`config.mk`:
```
export PLATFORM = sky130hd
export DESIGN_NAME = gpio_port_registers_unit_flat
export DESIGN_NICKNAME = d
export VERILOG_FILES = /design/src/gpr_pkg.sv /design/src/gpr_if.sv /design/src/gpio_port_registers_unit.sv /design/src/gpr_decode.sv /design/src/gpr_regs.sv /design/src/flat_wrapper.sv
export SDC_FILE = /design/constraint.sdc
export NUM_CORES = 1
export LEC_CHECK = 0
export BUFFER_PORTS_ARGS = -buffer_cell sky130_fd_sc_hd__buf_2
export CAP_MARGIN = 5
export CORE_AREA = 2 2 108 162
export DETAILED_ROUTE_END_ITERATION = 16
export DIE_AREA = 0 0 110 164
export PLACE_DENSITY = 0.81
export SETUP_SLACK_MARGIN = 0.02
export SYNTH_ARGS = -nofsm -noshare
export SYNTH_HDL_FRONTEND = slang
export SYNTH_SLANG_ARGS = --single-unit
export TNS_END_PERCENT = 1
```
`constraint.sdc`:
```
create_clock -name clk -period 11.85 [get_ports clk]
set_clock_uncertainty 0.2 [all_clocks]
set_input_delay 1.185 -clock clk [delete_from_list [all_inputs] [get_ports clk]]
set_output_delay 1.185 -clock clk [all_outputs]
set_load 0.01 [all_outputs]
```
`src/gpr_pkg.sv`:
```
// Shared types and constants of the GPIO port register block.
// Holds command and status codes, register offsets and item structs.
// No dependencies; every other file uses it through scoped names.
package gpr_pkg;

  // Command codes of an input item
  typedef enum logic [1:0] {
    CMD_WRITE = 2'd0,
    CMD_READ  = 2'd1,
    CMD_EVENT = 2'd2,
    CMD_NONE  = 2'd3
  } cmd_t;

  // Result status codes
  typedef enum logic [1:0] {
    ST_OK    = 2'd0,
    ST_SIZE  = 2'd1,
    ST_NOREG = 2'd2
  } status_t;

  // Register selected by offset bits [4:2]
  typedef enum logic [2:0] {
    REG_FUNC   = 3'd0,
    REG_DATA   = 3'd1,
    REG_SET    = 3'd2,
    REG_CLR    = 3'd3,
    REG_DIRSET = 3'd4,
    REG_DIRCLR = 3'd5,
    REG_INEN   = 3'd6,
    REG_MUX    = 3'd7
  } reg_sel_t;

  localparam logic [4:0] OFF_MUX   = 5'd28;
  localparam logic [3:0] SIZE_HALF = 4'd2;
  localparam logic [3:0] SIZE_WORD = 4'd4;
  localparam int unsigned PORT_W   = 16;

  // One input item as held in the input register
  typedef struct packed {
    logic [1:0]  cmd;
    logic [4:0]  offset;
    logic [3:0]  access_size;
    logic [31:0] write_data;
    logic [3:0]  pin;
    logic        level;
  } in_item_t;

  // One result item as held in the result register
  typedef struct packed {
    logic [1:0]        status;
    logic [31:0]       read_data;
    logic              drive_valid;
    logic [PORT_W-1:0] drive_enable;
    logic [PORT_W-1:0] drive_level;
    logic              fwd_valid;
    logic [3:0]        fwd_pin;
    logic              fwd_level;
  } out_item_t;

  // Decoded access passed from decoder to register file
  typedef struct packed {
    status_t  status;
    logic     wr;
    logic     rd;
    logic     evt;
    reg_sel_t sel;
  } dec_t;

endpackage

```
`src/gpr_if.sv`:
```
// Valid/ready channel interfaces for the GPIO port register block.
// Depends on gpr_pkg for the port width.
interface gpr_in_if;
  logic        valid;
  logic        ready;
  logic [1:0]  cmd;
  logic [4:0]  offset;
  logic [3:0]  access_size;
  logic [31:0] write_data;
  logic [3:0]  pin;
  logic        level;

  modport source (output valid, cmd, offset, access_size, write_data, pin, level,
                  input ready);
  modport sink (input valid, cmd, offset, access_size, write_data, pin, level,
                output ready);
endinterface

interface gpr_out_if;
  logic                        valid;
  logic                        ready;
  logic [1:0]                  status;
  logic [31:0]                 read_data;
  logic                        drive_valid;
  logic [gpr_pkg::PORT_W-1:0]  drive_enable;
  logic [gpr_pkg::PORT_W-1:0]  drive_level;
  logic                        fwd_valid;
  logic [3:0]                  fwd_pin;
  logic                        fwd_level;

  modport source (output valid, status, read_data, drive_valid, drive_enable,
                  drive_level, fwd_valid, fwd_pin, fwd_level, input ready);
  modport sink (input valid, status, read_data, drive_valid, drive_enable,
                drive_level, fwd_valid, fwd_pin, fwd_level, output ready);
endinterface

```
`src/gpio_port_registers_unit.sv`:
```
// Top level of the GPIO port register block: input register, decode,
// register file and result register. Depends on gpr_pkg, gpr_if,
// gpr_decode and gpr_regs.
//
//   channel  dir  signals
//   in_ch    in   valid/ready, cmd, offset, access_size, write_data, pin, level
//   out_ch   out  valid/ready, status, read_data, drive_*, fwd_*
//
// An item passes from the input register to the result register. One item
// per cycle is sustained while out_ch.ready stays high.
// Reset (rst_n low, synchronous) clears all port registers and empties both stages.
// A stalled result holds; the input stage still takes an item while it is empty.
module gpio_port_registers_unit #(
  parameter int unsigned PIN_COUNT = 16
) (
  input logic       clk,
  input logic       rst_n,
  gpr_in_if.sink    in_ch,
  gpr_out_if.source out_ch
);

  gpr_pkg::in_item_t  s1_r;
  logic               s1_valid_r;
  gpr_pkg::out_item_t out_r;
  logic               out_valid_r;
  gpr_pkg::dec_t      dec;
  gpr_pkg::out_item_t res;
  logic               s1_adv;
  logic               in_acc;

  // Advance the input stage when the result register is empty or being read
  assign s1_adv       = s1_valid_r && (!out_valid_r || out_ch.ready);
  assign in_ch.ready  = !s1_valid_r || s1_adv;
  assign in_acc       = in_ch.valid && in_ch.ready;

  // Input register
  always_ff @(posedge clk) begin
    if (!rst_n) begin
      s1_valid_r <= 1'b0;
    end else if (in_ch.ready) begin
      s1_valid_r <= in_ch.valid;
    end
  end

  always_ff @(posedge clk) begin
    if (in_acc) begin
      s1_r.cmd         <= in_ch.cmd;
      s1_r.offset      <= in_ch.offset;
      s1_r.access_size <= in_ch.access_size;
      s1_r.write_data  <= in_ch.write_data;
      s1_r.pin         <= in_ch.pin;
      s1_r.level       <= in_ch.level;
    end
  end

  gpr_decode u_decode (
    .item (s1_r),
    .dec  (dec)
  );

  gpr_regs #(
    .PIN_COUNT (PIN_COUNT)
  ) u_regs (
    .clk    (clk),
    .rst_n  (rst_n),
    .commit (s1_adv),
    .item   (s1_r),
    .dec    (dec),
    .res    (res)
  );

  // Result register
  always_ff @(posedge clk) begin
    if (!rst_n) begin
      out_valid_r <= 1'b0;
    end else if (s1_adv) begin
      out_valid_r <= 1'b1;
    end else if (out_ch.ready) begin
      out_valid_r <= 1'b0;
    end
  end

  always_ff @(posedge clk) begin
    if (s1_adv) begin
      out_r <= res;
    end
  end

  assign out_ch.valid        = out_valid_r;
  assign out_ch.status       = out_r.status;
  assign out_ch.read_data    = out_r.read_data;
  assign out_ch.drive_valid  = out_r.drive_valid;
  assign out_ch.drive_enable = out_r.drive_enable;
  assign out_ch.drive_level  = out_r.drive_level;
  assign out_ch.fwd_valid    = out_r.fwd_valid;
  assign out_ch.fwd_pin      = out_r.fwd_pin;
  assign out_ch.fwd_level    = out_r.fwd_level;

`ifndef SYNTH
  // A held item stays in the input stage until it advances
  a_s1_hold: assert property (@(posedge clk) disable iff (!rst_n)
    s1_valid_r && !s1_adv |=> s1_valid_r)
    else $error("input stage item lost");

  // A failed access returns no data and drives no pins
  a_fail_quiet: assert property (@(posedge clk) disable iff (!rst_n)
    out_valid_r && (out_r.status != gpr_pkg::ST_OK) |->
      (out_r.read_data == '0) && !out_r.drive_valid)
    else $error("failed access produced output");

  // A result never both drives pins and forwards an event
  a_one_kind: assert property (@(posedge clk) disable iff (!rst_n)
    out_valid_r |-> !(out_r.drive_valid && out_r.fwd_valid))
    else $error("drive and forward in one item");

  // Drive levels appear only on driven pins
  a_level_in_en: assert property (@(posedge clk) disable iff (!rst_n)
    out_valid_r |-> ((out_r.drive_level & ~out_r.drive_enable) == '0))
    else $error("drive level outside enabled pins");
`endif

endmodule

```
`src/gpr_decode.sv`:
```
// Access decoder: size and alignment check, register select, command split.
// Depends on gpr_pkg.
module gpr_decode (
  input  gpr_pkg::in_item_t item,
  output gpr_pkg::dec_t     dec
);

  gpr_pkg::cmd_t cmd;
  logic          size_ok;
  logic          is_access;
  gpr_pkg::status_t chk;

  assign cmd = gpr_pkg::cmd_t'(item.cmd);

  // Check size first, then word alignment of the register
  always_comb begin
    if (item.offset == gpr_pkg::OFF_MUX) begin
      size_ok = (item.access_size == gpr_pkg::SIZE_WORD);
    end else begin
      size_ok = (item.access_size == gpr_pkg::SIZE_HALF) && !item.offset[0];
    end
    priority if (!size_ok) begin
      chk = gpr_pkg::ST_SIZE;
    end else if (item.offset[1:0] != 2'b00) begin
      chk = gpr_pkg::ST_NOREG;
    end else begin
      chk = gpr_pkg::ST_OK;
    end
  end

  // Split by command; only bus accesses report a status
  always_comb begin
    is_access  = (cmd == gpr_pkg::CMD_WRITE) || (cmd == gpr_pkg::CMD_READ);
    dec.status = is_access ? chk : gpr_pkg::ST_OK;
    dec.wr     = (cmd == gpr_pkg::CMD_WRITE) && (chk == gpr_pkg::ST_OK);
    dec.rd     = (cmd == gpr_pkg::CMD_READ) && (chk == gpr_pkg::ST_OK);
    dec.evt    = (cmd == gpr_pkg::CMD_EVENT);
    dec.sel    = gpr_pkg::reg_sel_t'(item.offset[4:2]);
  end

endmodule

```
`src/gpr_regs.sv`:
```
// Port registers: write update, read mux, drive output and event filter.
// Depends on gpr_pkg; fed by gpr_decode.
module gpr_regs #(
  parameter int unsigned PIN_COUNT = 16
) (
  input  logic               clk,
  input  logic               rst_n,
  input  logic               commit,
  input  gpr_pkg::in_item_t  item,
  input  gpr_pkg::dec_t      dec,
  output gpr_pkg::out_item_t res
);

  localparam int unsigned W = gpr_pkg::PORT_W;
  localparam logic [4:0] PIN_LIMIT = 5'(PIN_COUNT);

  logic [W-1:0]  func_r, func_nxt;
  logic [W-1:0]  data_r, data_nxt;
  logic [W-1:0]  dir_r, dir_nxt;
  logic [W-1:0]  inen_r, inen_nxt;
  logic [31:0]   mux_r, mux_nxt;
  logic [W-1:0]  low;
  logic [W-1:0]  pin_mask;
  logic [W-1:0]  drv_en;
  logic [W-1:0]  pin_bit;
  logic          drive;
  logic          fwd;
  logic [31:0]   rdata;

  assign low = item.write_data[W-1:0];

  // Pins that exist on this port
  always_comb begin
    for (int i = 0; i < W; i++) begin
      pin_mask[i] = (i < PIN_COUNT);
    end
  end

  // Next register values for a good write
  always_comb begin
    func_nxt = func_r;
    data_nxt = data_r;
    dir_nxt  = dir_r;
    inen_nxt = inen_r;
    mux_nxt  = mux_r;
    drive    = 1'b0;
    if (dec.wr) begin
      unique case (dec.sel)
        gpr_pkg::REG_FUNC:   func_nxt = low;
        gpr_pkg::REG_DATA:   begin data_nxt = low; drive = 1'b1; end
        gpr_pkg::REG_SET:    begin data_nxt = data_r | low; drive = 1'b1; end
        gpr_pkg::REG_CLR:    begin data_nxt = data_r & ~low; drive = 1'b1; end
        gpr_pkg::REG_DIRSET: begin dir_nxt = dir_r | low; drive = 1'b1; end
        gpr_pkg::REG_DIRCLR: dir_nxt = dir_r & ~low;
        gpr_pkg::REG_INEN:   inen_nxt = low;
        gpr_pkg::REG_MUX:    mux_nxt = item.write_data;
        default:             mux_nxt = mux_r;
      endcase
    end
  end

  // Read mux
  always_comb begin
    rdata = '0;
    if (dec.rd) begin
      unique case (dec.sel)
        gpr_pkg::REG_FUNC:   rdata = {16'h0, func_r};
        gpr_pkg::REG_DATA,
        gpr_pkg::REG_SET,
        gpr_pkg::REG_CLR:    rdata = {16'h0, data_r};
        gpr_pkg::REG_DIRSET,
        gpr_pkg::REG_DIRCLR: rdata = {16'h0, dir_r};
        gpr_pkg::REG_INEN:   rdata = {16'h0, inen_r};
        gpr_pkg::REG_MUX:    rdata = mux_r;
        default:             rdata = '0;
      endcase
    end
  end

  // Forward a pin event only on an enabled input pin
  always_comb begin
    pin_bit = W'(1) << item.pin;
    fwd = dec.evt && ({1'b0, item.pin} < PIN_LIMIT) && ((dir_r & pin_bit) == '0) &&
          ((inen_r & pin_bit) != '0) && ((func_r & pin_bit) != '0);
  end

  // Assemble result from post-write state
  always_comb begin
    drv_en           = ~inen_nxt & pin_mask;
    res.status       = dec.status;
    res.read_data    = rdata;
    res.drive_valid  = drive;
    res.drive_enable = drive ? drv_en : '0;
    res.drive_level  = drive ? (data_nxt & drv_en) : '0;
    res.fwd_valid    = fwd;
    res.fwd_pin      = fwd ? item.pin : '0;
    res.fwd_level    = fwd & item.level;
  end

  // Commit state as the item leaves the input register
  always_ff @(posedge clk) begin
    if (!rst_n) begin
      func_r <= '0;
      data_r <= '0;
      dir_r  <= '0;
      inen_r <= '0;
      mux_r  <= '0;
    end else if (commit) begin
      func_r <= func_nxt;
      data_r <= data_nxt;
      dir_r  <= dir_nxt;
      inen_r <= inen_nxt;
      mux_r  <= mux_nxt;
    end
  end

endmodule

```
`src/flat_wrapper.sv`:
```
// flat-port wrapper written by rule: the top's interface ports become plain ports
module gpio_port_registers_unit_flat 
#(
  parameter int unsigned PIN_COUNT = 16
)
  (clk, rst_n, in_ch_valid, in_ch_cmd, in_ch_offset, in_ch_access_size, in_ch_write_data, in_ch_pin, in_ch_level, in_ch_ready, out_ch_valid, out_ch_status, out_ch_read_data, out_ch_drive_valid, out_ch_drive_enable, out_ch_drive_level, out_ch_fwd_valid, out_ch_fwd_pin, out_ch_fwd_level, out_ch_ready);
  gpr_in_if in_ch_i ();
  gpr_out_if out_ch_i ();
  input logic clk;
  input logic rst_n;
  input wire logic [$bits(in_ch_i.valid)-1:0] in_ch_valid;
  input wire logic [$bits(in_ch_i.cmd)-1:0] in_ch_cmd;
  input wire logic [$bits(in_ch_i.offset)-1:0] in_ch_offset;
  input wire logic [$bits(in_ch_i.access_size)-1:0] in_ch_access_size;
  input wire logic [$bits(in_ch_i.write_data)-1:0] in_ch_write_data;
  input wire logic [$bits(in_ch_i.pin)-1:0] in_ch_pin;
  input wire logic [$bits(in_ch_i.level)-1:0] in_ch_level;
  output wire logic [$bits(in_ch_i.ready)-1:0] in_ch_ready;
  output wire logic [$bits(out_ch_i.valid)-1:0] out_ch_valid;
  output wire logic [$bits(out_ch_i.status)-1:0] out_ch_status;
  output wire logic [$bits(out_ch_i.read_data)-1:0] out_ch_read_data;
  output wire logic [$bits(out_ch_i.drive_valid)-1:0] out_ch_drive_valid;
  output wire logic [$bits(out_ch_i.drive_enable)-1:0] out_ch_drive_enable;
  output wire logic [$bits(out_ch_i.drive_level)-1:0] out_ch_drive_level;
  output wire logic [$bits(out_ch_i.fwd_valid)-1:0] out_ch_fwd_valid;
  output wire logic [$bits(out_ch_i.fwd_pin)-1:0] out_ch_fwd_pin;
  output wire logic [$bits(out_ch_i.fwd_level)-1:0] out_ch_fwd_level;
  input wire logic [$bits(out_ch_i.ready)-1:0] out_ch_ready;
  assign in_ch_i.valid = in_ch_valid;
  assign in_ch_i.cmd = in_ch_cmd;
  assign in_ch_i.offset = in_ch_offset;
  assign in_ch_i.access_size = in_ch_access_size;
  assign in_ch_i.write_data = in_ch_write_data;
  assign in_ch_i.pin = in_ch_pin;
  assign in_ch_i.level = in_ch_level;
  assign in_ch_ready = in_ch_i.ready;
  assign out_ch_valid = out_ch_i.valid;
  assign out_ch_status = out_ch_i.status;
  assign out_ch_read_data = out_ch_i.read_data;
  assign out_ch_drive_valid = out_ch_i.drive_valid;
  assign out_ch_drive_enable = out_ch_i.drive_enable;
  assign out_ch_drive_level = out_ch_i.drive_level;
  assign out_ch_fwd_valid = out_ch_i.fwd_valid;
  assign out_ch_fwd_pin = out_ch_i.fwd_pin;
  assign out_ch_fwd_level = out_ch_i.fwd_level;
  assign out_ch_i.ready = out_ch_ready;
  gpio_port_registers_unit #(.PIN_COUNT(PIN_COUNT)) u_core (.clk(clk), .rst_n(rst_n), .in_ch(in_ch_i), .out_ch(out_ch_i));
endmodule
```
==> results.py <==
metrics = {
    "sta": {
        "fin_setup_tns_ns": 0,
        "rsz0062_at_grt": "false",
        "hold_viol": 0,
        "tightest_slew_ns": 1.205,
        "setup_viol": 0,
        "finalCriticalPeriod_ns": 3.428,
        "slew_headroom_pct": 19.25,
        "finalCritPeriodShare_pct": 28.93,
        "max_freq_ghz": 0.2917,
        "maxSlewViolCount": 0,
    },
    "clock_network": {
        "cts_max_path_buffers": 3,
        "cts_resized": 0,
        "cts_made_buffers": 20,
        "ctsHtreeMaxLevel": 1,
        "clock-root-buffer": "clkbuf_16",
        "cts_hold_buf": 0,
        "clkTransAtPathRegs_ns": 0.06,
        "cts_tree": "yes",
        "insertion_delay_ns": 0.49,
        "cts_sinks": 219,
        "cts_setup_buffers": 0,
    },
    "yosys": {
        "synthFlopType": "edfxtp_1",
        "async_reset_ff_share_pct": 0,
        "synth_warnings": 0,
        "ys_seq_area_share_pct": 57.18,
        "ys_seq_elements": 219,
        "synth.area.top_cells": "edfxtp_1 (37%), dfxtp_1 (20%), mux2i_1 (7.3%)",
        "syn_nets": 935,
        "yosysTopAreaCellShare_pct": 37.13,
        "synth_top_cell_by_area": "edfxtp_1",
        "syn_inst": 883,
        "synth_edf_count": 121,
        "yosysUniqueCellTypes": 55,
        "syn_area_mm2": 0.009786,
        "synth.avg_cell_area_um2": 11.08,
    },
    "route": {
        "avgRoutedWirePerCell_um": 19.98,
        "routed-via-count": 7242,
        "drtIter0Drc": 603,
        "antenna_left": 0,
        "post-route-drc-count": 0,
        "viasPerCell": 6.122,
        "totalWireLength_um": 23640,
        "first_pass_iters": 5,
    },
    "global_route": {
        "grt_pass1_vias": 6939,
        "grt_pass1_wl_um": 35810,
        "antenna_found_initial": 0,
        "overflow": 0,
        "grt_max_degree": 101,
        "grt_usage_pct": 26.21,
    },
    "floorplan": {
        "die_h_um": 164,
        "die_x_um": 110,
        "rows": 58,
        "core_mm2": 0.01662,
        "die_area_mm2": 0.01804,
        "floorplan.initialDensity_pct": 58.88,
        "io_pins": 127,
    },
    "final_layout": {
        "nFillCells": 1283,
        "diodes": 0,
        "final_common_cell": "buf_2",
        "area_delta_synth_final_pct": 12.29,
        "layout.nets": 1011,
        "final_cell_mix": "buf_2 (126), edfxtp_1 (121), nand2_1 (111)",
        "drive_gt1_share_pct": 18.60,
        "fin_area_mm2": 0.01099,
    },
    "setup_path": {
        "cp-start-kind": "input port",
        "critical_path.max_stage_delay_ns": 1.10,
        "r2r_slack_ns": 8.51,
        "path_class": "input port to flip-flop",
        "path_cells": "buf_2 > nor2b_1 > nor2b_4 > nand4b_1 > mux2i_1 > nor2b_1",
        "cp_slowest_cell": "nand4b_1",
        "crit_fanout": 21,
        "worst_ep_required_time_ns": 12.02,
        "crit_top_cell": "nor2b_1",
        "cp-end-kind": "flip-flop",
        "arrival_ns": 3.60,
    },
    "power_and_ir_drop": {
        "power.density_mw_per_mm2": 140.2,
        "irDropWorstVdd_mv": 0.1453,
        "p_leak_nw": 3.941,
    },
    "outcome": {
        "status": "finished, final reports clean",
    },
    "run": {
        "drv_cap": 0,
    },
    "placement": {
        "gp_congestion": 0.9696,
        "portBuffers": 126,
        "dpl.hpwl_um": 15510,
        "placed_cell_area_mm2": 0.01036,
    },
    "min_path": {
        "min_path_type": "flip-flop to flip-flop",
    },
}
==> cells by family after synthesis <==
logic type | count (synthesis) | synth area share [%]
simple gates | 322 | 17.27
flops | 219 | 57.18
compound gates | 172 | 12.26
buf+inv | 90 | 4.462
mux | 78 | 8.643
xor+xnor | 2 | 0.1790
==> synth_stat cells (11+ instances only) <==
master and number:
a211oi_1 32, nor3_1 15, edfxtp_1 121, a32o_1 15, dfxtp_1 98, nor3b_1 21, clkbuf_1 41, and2_1 20
o21ai_0 31, nand3b_1 13, a21oi_1 30, nand2_1 111, a21boi_0 28, buf_2 24, mux2i_1 71, and3_1 11
nor2b_1 52, nor2_1 43
==> where the power goes <==
part           internal, mW  leakage [nW]  switching (mW)
sequential            0.824          1.90          0.0208
combinational        0.0269          1.74          0.0439
clock                 0.357         0.306           0.267
total                  1.21          3.94           0.332
==> per-stage QoR <==
step | setup WS [ns] | hold slack, ns | total power, mW | util [%] | cells
finish | 8.422 | 0.2538 | 1.541 | 66.12 | 1183
global route | 8.351 | 0.2658 | 1.584 | 66.12 | 1183
CTS | 8.500 | 0.2506 | 1.547 | 66.12 | 1183
detailed placement | 7.992 | 0.2415 | 0.9321 | 62.33 | 1147
global placement | 8.004 | 0.2374 | 0.9307 | 62.33 | 1147
floorplan | 7.058 | 0.2304 | 0.8994 | - | 883
==> critical path: cells and delay by family <==
kind | cells | cell delay (ns)
multiplexers | 1 | 0.51
AND/OR/NAND/NOR | 4 | 1.81
buffers and inverters | 1 | 0.08
==> state kept, by name (all words and copies together), names as in the netlist, named ones only <==
name                        cells
u_core.s1_r                    48
u_core.out_ch.read_data        32
u_core.u_regs.mux_r            32
u_core.out_ch.drive_enable     16
u_core.out_ch.drive_level      16
u_core.u_regs.data_r           16
u_core.u_regs.func_r           16
u_core.u_regs.inen_r           16
u_core.out_ch.fwd_pin           4
u_core.out_ch.status            2
u_core.out_ch.drive_valid       1
u_core.out_ch.fwd_level         1
u_core.out_ch.fwd_valid         1
u_core.out_ch.valid             1
u_core.s1_valid_r               1
==> worst paths after layout <==
check	depth (start not counted)	endpoint	from
max	6	u_core.u_regs.func_r[0]	out_ch_ready
min	2	u_core.u_regs.mux_r[2]	u_core.u_regs.mux_r[2]
max reg2reg	7	u_core.out_ch.drive_level[1]	u_core.s1_r[43]
min reg2reg	2	u_core.u_regs.mux_r[2]	u_core.u_regs.mux_r[2]
==> final cells by class <==
type	instances	area [um^2]	share of cell area, %
Sequential cell	219	5595	50.92
Multi-Input combinational cell	574	3765	34.26
Timing Repair Buffer	136	705.7	6.422
Clock buffer	30	573.1	5.215
Tap cell	210	262.8	2.391
Clock inverter	6	56.30	0.5124
Inverter	8	30.03	0.2733
==> layer usage <==
metal	vias up	share of wire, %	GRT usage [%]
met5	-	0	0
met4	0	7.0	17.89
li1	3338	-	-
met2	360	49	43.73
met1	3443	37	30.97
met3	101	6.9	3.413
Note: power is estimated with default switching activity, not from simulation.
